`config.mk`:
```
export PLATFORM = sky130hd
export DESIGN_NAME = spi_clock_divider_solver_core
export DESIGN_NICKNAME = d
export VERILOG_FILES = /design/src/hw/rtl/scds_pkg.sv /design/src/hw/rtl/scds_div.sv /design/src/hw/rtl/spi_clock_divider_solver_core.sv
export SDC_FILE = /design/constraint.sdc
export NUM_CORES = 1
export LEC_CHECK = 0
export ABC_CLOCK_PERIOD_IN_PS = 14200
export BUFFER_PORTS_ARGS = -buffer_cell sky130_fd_sc_hd__buf_2
export CAP_MARGIN = 20
export CELL_PAD_IN_SITES_DETAIL_PLACEMENT = 1
export CELL_PAD_IN_SITES_GLOBAL_PLACEMENT = 2
export CORE_UTILIZATION = 43
export DETAILED_ROUTE_END_ITERATION = 6
export PLACE_DENSITY = 0.86
export SLEW_MARGIN = 30
export SYNTH_ARGS = -nofsm -noshare
export SYNTH_HDL_FRONTEND = slang
export SYNTH_SLANG_ARGS = --single-unit
```
`constraint.sdc`:
```
create_clock -name clk -period 14.2 [get_ports clk]
set_input_delay 0 -clock clk [delete_from_list [all_inputs] [get_ports clk]]
set_output_delay 0 -clock clk [all_outputs]
set_load 0.02 [all_outputs]
```
`src/hw/rtl/scds_pkg.sv`:
```
// Shared types and constants for the serial clock divider solver.
// Used by scds_div and spi_clock_divider_solver_core; no dependencies.
package scds_pkg;

	localparam int DIV_W = 32;
	localparam int PS_W = 8;
	localparam int SPAN_LOG2 = 8;
	localparam logic [DIV_W-1:0] REF_CLK_RESET = 32'd50000000;

	typedef enum logic [2:0] {
		ST_IDLE,
		ST_DIV1,
		ST_PRESC,
		ST_DIV2,
		ST_LOAD
	} state_t;

	typedef struct packed {
		logic             start;
		logic [DIV_W-1:0] dividend;
		logic [DIV_W-1:0] divisor;
	} div_req_t;

	typedef struct packed {
		logic busy;
		logic done;
		logic rem_nz;
	} div_stat_t;

endpackage

```
`src/hw/rtl/scds_div.sv`:
```
// Radix-2 restoring divider, one quotient bit per cycle.
// Depends on scds_pkg for widths and the request/status structs.
module scds_div import scds_pkg::*; (
	input  logic             clk,
	input  logic             arst_n,
	input  div_req_t         req,
	output div_stat_t        stat,
	output logic [DIV_W-1:0] quotient
);

	localparam int CNT_W = $clog2(DIV_W);

	logic [DIV_W-1:0] rem_q;
	logic [DIV_W-1:0] quo_q;
	logic [DIV_W-1:0] dvs_q;
	logic [CNT_W-1:0] cnt_q;
	logic             busy_q;
	logic             done_q;

	logic [DIV_W:0]   trial;
	logic [DIV_W:0]   diff;
	logic             ge;

	assign trial = {rem_q, quo_q[DIV_W-1]};
	assign diff  = trial - {1'b0, dvs_q};
	assign ge    = trial >= {1'b0, dvs_q};

	always_ff @(posedge clk or negedge arst_n) begin
		if (!arst_n) begin
			busy_q <= 1'b0;
			done_q <= 1'b0;
			cnt_q  <= '0;
		end else begin
			done_q <= 1'b0;
			if (req.start) begin
				busy_q <= 1'b1;
				cnt_q  <= '0;
			end else if (busy_q) begin
				cnt_q <= cnt_q + 1'b1;
				if (cnt_q == CNT_W'(DIV_W - 1)) begin
					busy_q <= 1'b0;
					done_q <= 1'b1;
				end
			end
		end
	end

	always_ff @(posedge clk) begin
		if (req.start) begin
			rem_q <= '0;
			quo_q <= req.dividend;
			dvs_q <= req.divisor;
		end else if (busy_q) begin
			rem_q <= ge ? diff[DIV_W-1:0] : trial[DIV_W-1:0];
			quo_q <= {quo_q[DIV_W-2:0], ge};
		end
	end

	assign stat.busy   = busy_q;
	assign stat.done   = done_q;
	assign stat.rem_nz = |rem_q;
	assign quotient    = quo_q;

	a_no_restart: assert property (@(posedge clk) disable iff (!arst_n)
		req.start |-> !busy_q)
		else $error("divider started while busy");

	a_done_after_busy: assert property (@(posedge clk) disable iff (!arst_n)
		done_q |-> $past(busy_q))
		else $error("divider done without a preceding busy cycle");

	a_done_pulse: assert property (@(posedge clk) disable iff (!arst_n)
		done_q |=> !done_q)
		else $error("divider done held longer than one cycle");

endmodule

```
`src/hw/rtl/spi_clock_divider_solver_core.sv`:
```
// Up to two serial divisions of 32 steps each on the shared divider:
// ceil(ref/rate) first, then ceil of that over the chosen prescale.
// An unreachable rate skips the second division, and a zero rate skips both.
// One request in flight; a result waits in ST_LOAD while the output stalls.
// Async active-low reset: FSM idle, output empty, reference clock back to 50 MHz.
// Depends on scds_pkg and scds_div.
module spi_clock_divider_solver_core import scds_pkg::*; #(
	parameter int PRESCALE_MAX = 254
) (
	input  logic             clk,
	input  logic             arst_n,
	input  logic             cfg_wr_en,
	input  logic [DIV_W-1:0] cfg_wr_data,
	input  logic             in_valid,
	output logic             in_ready,
	input  logic [DIV_W-1:0] bit_rate,
	output logic             out_valid,
	input  logic             out_ready,
	output logic [PS_W-1:0]  prescale,
	output logic [PS_W-1:0]  serial_rate_div,
	output logic             status
);

	localparam int Q_W = DIV_W + 1 - SPAN_LOG2;
	localparam logic [PS_W-1:0] PS_LAST = PS_W'(PRESCALE_MAX) & ~PS_W'(1);

	state_t           state_q, state_d;
	logic [DIV_W-1:0] ref_clk_q;
	logic [DIV_W-1:0] c_q;
	logic [PS_W-1:0]  ps_q;
	logic [PS_W-1:0]  div_q;
	logic             inval_q;
	logic             out_valid_q;
	logic [PS_W-1:0]  prescale_q;
	logic [PS_W-1:0]  srd_q;
	logic             status_q;

	div_req_t         dreq;
	div_stat_t        dstat;
	logic [DIV_W-1:0] quotient;

	logic [DIV_W:0]   c_rnd;
	logic [Q_W-1:0]   q;
	logic [Q_W:0]     ps_cand;
	logic             ps_ok;
	logic [PS_W+1:0]  need;
	logic             load_out;

	scds_div u_div (
		.clk      (clk),
		.arst_n   (arst_n),
		.req      (dreq),
		.stat     (dstat),
		.quotient (quotient)
	);

	assign c_rnd   = {1'b0, c_q} + (DIV_W+1)'(2**SPAN_LOG2 - 1);
	assign q       = c_rnd[DIV_W:SPAN_LOG2];
	assign ps_cand = (q < Q_W'(2)) ? (Q_W+1)'(2) : ({1'b0, q} + (Q_W+1)'(q[0]));
	assign ps_ok   = ps_cand <= (Q_W+1)'(PS_LAST);
	assign need    = {1'b0, quotient[PS_W:0]} + (PS_W+2)'(dstat.rem_nz);

	always_comb begin
		state_d = state_q;
		case (state_q)
			ST_IDLE: begin
				if (in_valid) state_d = (bit_rate == '0) ? ST_LOAD : ST_DIV1;
			end
			ST_DIV1: begin
				if (dstat.done) state_d = ST_PRESC;
			end
			ST_PRESC: begin
				state_d = ps_ok ? ST_DIV2 : ST_LOAD;
			end
			ST_DIV2: begin
				if (dstat.done) state_d = ST_LOAD;
			end
			ST_LOAD: begin
				if (!out_valid_q || out_ready) state_d = ST_IDLE;
			end
			default: state_d = ST_IDLE;
		endcase
	end

	always_comb begin
		in_ready      = 1'b0;
		load_out      = 1'b0;
		dreq.start    = 1'b0;
		dreq.dividend = ref_clk_q;
		dreq.divisor  = bit_rate;
		case (state_q)
			ST_IDLE: begin
				in_ready   = 1'b1;
				dreq.start = in_valid && (bit_rate != '0);
			end
			ST_PRESC: begin
				dreq.start    = ps_ok;
				dreq.dividend = c_q;
				dreq.divisor  = DIV_W'(ps_cand[PS_W-1:0]);
			end
			ST_LOAD: begin
				load_out = !out_valid_q || out_ready;
			end
			default: begin
			end
		endcase
	end

	always_ff @(posedge clk or negedge arst_n) begin
		if (!arst_n) begin
			state_q     <= ST_IDLE;
			ref_clk_q   <= REF_CLK_RESET;
			out_valid_q <= 1'b0;
		end else begin
			state_q <= state_d;
			if (cfg_wr_en) ref_clk_q <= cfg_wr_data;
			if (load_out) out_valid_q <= 1'b1;
			else if (out_ready) out_valid_q <= 1'b0;
		end
	end

	always_ff @(posedge clk) begin
		if (state_q == ST_IDLE && in_valid) inval_q <= (bit_rate == '0);
		if (state_q == ST_DIV1 && dstat.done) c_q <= quotient + DIV_W'(dstat.rem_nz);
		if (state_q == ST_PRESC) begin
			ps_q    <= ps_cand[PS_W-1:0];
			inval_q <= !ps_ok;
		end
		if (state_q == ST_DIV2 && dstat.done)
			div_q <= (need == '0) ? '0 : PS_W'(need - (PS_W+2)'(1));
		if (load_out) begin
			prescale_q <= inval_q ? '0 : ps_q;
			srd_q      <= inval_q ? '0 : div_q;
			status_q   <= inval_q;
		end
	end

	assign out_valid       = out_valid_q;
	assign prescale        = prescale_q;
	assign serial_rate_div = srd_q;
	assign status          = status_q;

	a_inval_zero: assert property (@(posedge clk) disable iff (!arst_n)
		(out_valid && status) |-> (prescale == '0 && serial_rate_div == '0))
		else $error("invalid result with nonzero fields");

	a_ps_range: assert property (@(posedge clk) disable iff (!arst_n)
		(out_valid && !status) |->
		(!prescale[0] && prescale >= PS_W'(2) && prescale <= PS_LAST))
		else $error("prescale out of range");

	a_done_in_div: assert property (@(posedge clk) disable iff (!arst_n)
		dstat.done |-> (state_q == ST_DIV1 || state_q == ST_DIV2))
		else $error("divider done outside a division state");

	a_busy_in_div: assert property (@(posedge clk) disable iff (!arst_n)
		dstat.busy |-> (state_q == ST_DIV1 || state_q == ST_DIV2))
		else $error("divider busy outside a division state");

endmodule
```
# == After elaboration in Yosys (flattened, before gate mapping) ==
# Index checks and enable logic that the tools add are counted.
# word_totals
register_bits,205
inputBits,69
# op_classes
magnitude_cmp,3
n_addsub,7
reduce_logical,16
n_mux,27
eq_ne,9
# op_table
cell,n
2-to-1 mux 32 bit,3
2-to-1 mux 64 bit,1
adder 32 x 8 -> 33 bit (second input constant),1
greater-or-equal comparator 33 x 32 -> 1 bit,1
adder 32 x 1 -> 32 bit,1
logical NOT 32 bit,1
nonzero test 32 bit,1
OR reduction 32 bit,1
subtractor 32 bit,1
adder 25 x 1 -> 26 bit,1
less-or-equal comparator 26 x 8 -> 1 bit (second input constant),1
2-to-1 mux 26 bit,1
< comparator 25 x 2 -> 1 bit (second input constant),1
2-to-1 mux 3 bit,6
case mux 3 bit (5 select lines),1
2-to-1 mux 1 bit,12
adder 9 x 1 -> 10 bit,1
logical NOT 10 bit,1
2-to-1 mux 5 bit,2
subtractor 8 x 1 -> 8 bit (second input constant),1
equality test 3 x 2 -> 1 bit (second input constant),2
nonzero test 2 bit,3
adder 5 x 1 -> 5 bit (second input constant),1
equality test 5 bit (second input constant),1
10 further kinds,16

# == Logic depth before layout (Yosys ltp) ==
# depth
depth_word,6
ltp_mapped,15
depth_no_buf,13

# == Modules after synthesis ==
# Synthesis repeated with hierarchy kept, for this count alone.
# hier_totals
cells_unflattened,1226
area_unflattened_um2,12051.6
# by_module_without_submodules
mod,n_inst,area_per_inst_um2,cells_per_inst,seq_area_each_um2
spi_clock_divider_solver_core,1,6139.6,646,2837.7
scds_div,1,5911.9,580,2737.6

# == Worst setup path before layout ==
# OpenSTA, ideal clock, no wires.
# synth_path
path_type,reg2reg
from,register c_q[4]
to,"register u_div.quo_q[0] (netlist: u_div.quotient[0]), enable pin"
arrival_ns,4.424
setup_ns,0.394
t_required_ns,13.806
slack_ns,9.381
period_less_slack_ns,4.819
stages_incl_launch_ff,15
path_buffers,2
cell_sequence,edfxtp_1 or4_1 nor3_2 nor2_1 ha_1 nor2b_1 mux2_2 o211ai_1 xnor2_1 a211o_1 or4_4 or3_1 buf_2 buf_6 nand3_1
# synth_via
elab_chain_len,6
elab_cells_between_ends,7
cone_classes,add/sub (2); order compare (2); mux (2); reduce/logical (1)
# synth_rtl
item,line,text
start: declaration,spi_clock_divider_solver_core.sv:29,logic [DIV_W-1:0] c_q;
start signal: assignment,spi_clock_divider_solver_core.sv:124,if (state_q == ST_DIV1 && dstat.done) c_q <= quotient + DIV_W'(dstat.rem_nz);
adder 32 x 8 -> 33 bit *,spi_clock_divider_solver_core.sv:57,"assign c_rnd = {1'b0, c_q} + (DIV_W+1)'(2**SPAN_LOG2 - 1);"
adder 25 x 1 -> 26 bit or < comparator 25 x 2 -> 1 bit (tied branches),spi_clock_divider_solver_core.sv:59,"assign ps_cand = (q < Q_W'(2)) ? (Q_W+1)'(2) : ({1'b0, q} + (Q_W+1)'(q[0]));"
2-to-1 mux 26 bit *,spi_clock_divider_solver_core.sv:59,
less-or-equal comparator 26 x 8 -> 1 bit *,spi_clock_divider_solver_core.sv:60,assign ps_ok = ps_cand <= (Q_W+1)'(PS_LAST);
case mux 1 bit (2 select lines) *,spi_clock_divider_solver_core.sv:91,case (state_q)
nonzero test 2 bit (no source line) *,-,
end signal: assignment,scds_div.sv:51,quo_q <= req.dividend;
end signal: assignment,scds_div.sv:55,"quo_q <= {quo_q[DIV_W-2:0], ge};"
end: declaration,scds_div.sv:14,logic [DIV_W-1:0] quo_q;
# Mark *: on every way between the ends. The rest lies on a longest branch, timed or not.
# A chain may end at the register's enable or synchronous reset.

# == Worst setup path in the final report ==
# layout_path
from,register c_q[4]
to,"register u_div.quo_q[27] (netlist: u_div.quotient[27]), enable pin"
# Same word-level chain as after synthesis.

==> flow_metrics.py <==
metrics = {
    "run_status": {
        "status": "finished clean",
    },
    "timing": {
        "clock.fmax_mhz": 184,
        "min_period_ps": 5440,
        "finalSetupViolCount": 0,
        "hold_viol_final": 0,
        "rsz0062_at_grt": "no",
        "fin_crit_sh_pct": 38.3,
        "max_slew_margin_pct": 39.5,
        "setup_tns_ps": 0,
        "fin_hold_ws_ps": 143,
        "tightest_slew_ps": 907,
        "clock_skew_ps": 14.2,
        "maxSlewViolCount": 0,
    },
    "grt": {
        "grt-ovfl-total": 0,
        "grt_use_total_pct": 24.7,
        "grt_pass1_wl_mm": 54.5,
        "grt_pass1_vias": 9825,
        "antenna_found_initial": 0,
        "grt_max_degree": 89,
    },
    "die": {
        "die-height_um": 167,
        "num_io_pins": 88,
        "initial_core_util_pct": 43.7,
        "core_sq_um": 26900,
        "fp-row-count": 60,
        "die_area_sq_um": 28000,
        "fp.dieW_um": 167,
    },
    "pwr": {
        "power.leakage_nw": 5.48,
        "peakVddDrop_v": 0.000109,
        "power.density_nw_per_um2": 200,
    },
    "setup_path": {
        "worstSetupStartpointType": "register",
        "critPathTopFamily": "simple AND/OR/NAND/NOR gates",
        "arrival_ps": 5640,
        "critical_path_class": "reg -> reg",
        "worstPathMaxFanout": 23,
        "cp_data_required_time_ps": 14400,
        "critPathCaptureType": "register",
        "crit_path_max_incr_delay_ps": 690,
        "crit_slowest_cell": "or3_1",
        "cp_cell_sequence": "or4_1, nor3_2, nor2_1, ha_1, nor2b_1, mux2_2, o211ai_1, xnor2_1, a211o_1, or4_4, or3_1, nand3_1, buf_4",
        "critPathBufInv": 1,
    },
    "place": {
        "dpl.hpwl_mm": 23.8,
        "place_area_sq_um": 12500,
        "port_buffers": 86,
        "gp_congestion": 0.923,
    },
    "routing": {
        "wl_per_cell_um": 20.6,
        "routed_wl_mm": 34.2,
        "viasPerCell": 5.70,
        "drc": 0,
        "drt_iter0_markers": 527,
        "via_count": 9477,
        "antenna_left": 0,
        "dr.pass1.iters": 5,
    },
    "synthesis": {
        "seq_area_frac_synth_pct": 47.5,
        "synth_top_area_share_pct": 32.7,
        "yosys.area.top_type": "edfxtp_1",
        "synth_edf_count": 128,
        "ys_warn_count": 0,
        "ys_types": 77,
        "synth.avg_cell_area_sq_um": 10.1,
        "syn_nets": 1272,
        "synthArstFlopShare_pct": 21.2,
        "ys_ff_latch": 203,
        "netlist_top_cells_area": "edfxtp_1, dfrtp_1, dfxtp_1",
        "synthesis.area_sq_um": 11700,
        "syn_inst": 1164,
        "ys.flop_type": "edfxtp_1",
    },
    "cells_and_area": {
        "final_net_count": 1411,
        "multi_input_area_sq_um": 5740,
        "final_area_sq_um": 13900,
        "area_growth_syn_to_layout_pct": 18.5,
        "drive_above_1_share_pct": 15.3,
        "regArea_sq_um": 5580,
        "fillers": 2940,
        "antenna-diode-count": 0,
    },
    "clock_network": {
        "clock-sinks": 203,
        "insertion_delay_ps": 530,
        "cts_tree": "done",
        "post-cts-setup-buffers": 0,
        "htree_levels": 1,
        "clock-root-buffer": "clkbuf_16",
        "clockBufferDepth": 3,
        "cts.clk_slew.worst_paths_ps": 60,
        "numCtsBuffers": 24,
    },
    "flow_run": {
        "maxCapViolations": 0,
    },
    "min_path": {
        "worstHoldPathType": "in -> async",
    },
}
-- placed cells by master, fill, tap and decap left out, types with 28 or more instances in the layout --
cell type,count
ha_1,38
nor3_1,30
nand2_1,102
mux2_2,36
xnor2_1,50
nor2_1,94
nor4_1,28
a211oi_1,28
and2_1,33
inv_1,66
dfrtp_1,30
nand3_1,40
o21ai_0,29
a21oi_1,45
dlygate4sd3_1,67
buf_2,86
edfxtp_1,128
dfxtp_1,32
-- cell families after synthesis --
| kind of cell | after synthesis | share of synthesized area, % |
|---|---|---|
| adder cells (fa/ha/maj) | 39 | 4.22 |
| multiplexers | 62 | 5.67 |
| AO/OA/AOI/OAI | 222 | 13.5 |
| AND/OR/NAND/NOR | 451 | 19.8 |
| other | 1 | 0.0319 |
| XOR/XNOR | 70 | 5.22 |
| buffers and inverters | 116 | 3.98 |
| flip-flops | 203 | 47.5 |
-- cell type report --
| type | count | area share [%] |
|---|---|---|
| well taps | 341 | 3.07 |
| clock inverters | 15 | 0.621 |
| inverters | 67 | 1.81 |
| multi-input cells | 845 | 41.3 |
| repair buffers | 162 | 8.43 |
| flip-flops and latches | 203 | 40.1 |
| clock buffers | 29 | 4.68 |
-- final timing paths --
path | startpoint | endpoint | slack, ps | cells after the start
max reg2reg | c_q[4] | u_div.quotient[27] | 8760 | 13
min in group clk | cfg_wr_data[24] | ref_clk_q[24] | 230 | 3
max | c_q[4] | u_div.quotient[27] | 8760 | 13
min reg2reg | ref_clk_q[0] | ref_clk_q[0] | 510 | 1
min | arst_n | u_div.cnt_q[0] | 140 | 3
max in group asynchronous | arst_n | u_div.busy_q | 13570 | 3
-- through the flow --
stage,total power [mW],util (%),setup slack (ps),instances
final,2.78,51.7,8760,1662
after global routing,2.98,51.7,8540,1662
after CTS,2.80,51.7,8740,1662
after detailed placement,2.19,46.5,8770,1551
after global placement,2.14,46.4,9020,1551
after floorplan,1.88,-,9380,1164
-- routing by layer --
metal | vias to the layer above | track usage, % | share of wire, %
met5 | - | 0 | 0
met4 | 0 | 5.86 | 2.3
met3 | 45 | 2.91 | 4.1
met2 | 232 | 40.4 | 46
met1 | 4633 | 34.9 | 48
li1 | 4567 | - | -
-- Yosys cell counts (19+ instances only) --
master	n
a211oi_1	28
a21oi_1	45
and2_1	33
clkbuf_1	32
dfrtp_1	31
dfxtp_1	32
edfxtp_1	128
ha_1	38
inv_1	66
mux2_2	36
mux2i_1	26
nand2_1	102
nand3_1	40
nand4_1	19
nor2_1	97
nor2b_1	24
nor3_1	30
nor4_1	29
o21ai_0	29
o31ai_1	19
or3_1	26
xnor2_1	50
xor2_1	20
-- state kept, by name (all words and copies together), names as in the netlist --
register	count
serial_rate_div	8
u_div.dvs_q	32
u_div.rem_q	32
ps_q	7
out_valid	1
u_div.quotient	32
inval_q	1
u_div.cnt_q	5
c_q	32
ref_clk_q	32
div_q	8
u_div.busy_q	1
state_q	3
u_div.done_q	1
status	1
prescale	7
-- tightest hold or removal path, stage by stage --
cell	delay, ps
dlygate4sd3_1	520
buf_2	100
buf_4	530
-- what timing repair did --
action	in CTS	in global routing
hold buffers	67	0
endpoints found under the setup margin	0	0
gates resized for setup	0	0
hold endpoints to repair	110	0
-- power by group --
group / switching (mW) / internal [mW] / leakage (nW)
logic: 0.658 / 0.539 / 3.15
registers: 0.170 / 0.838 / 1.97
clock network: 0.250 / 0.326 / 0.351
total: 1.08 / 1.70 / 5.48
Note: power is estimated with default switching activity, not from simulation.
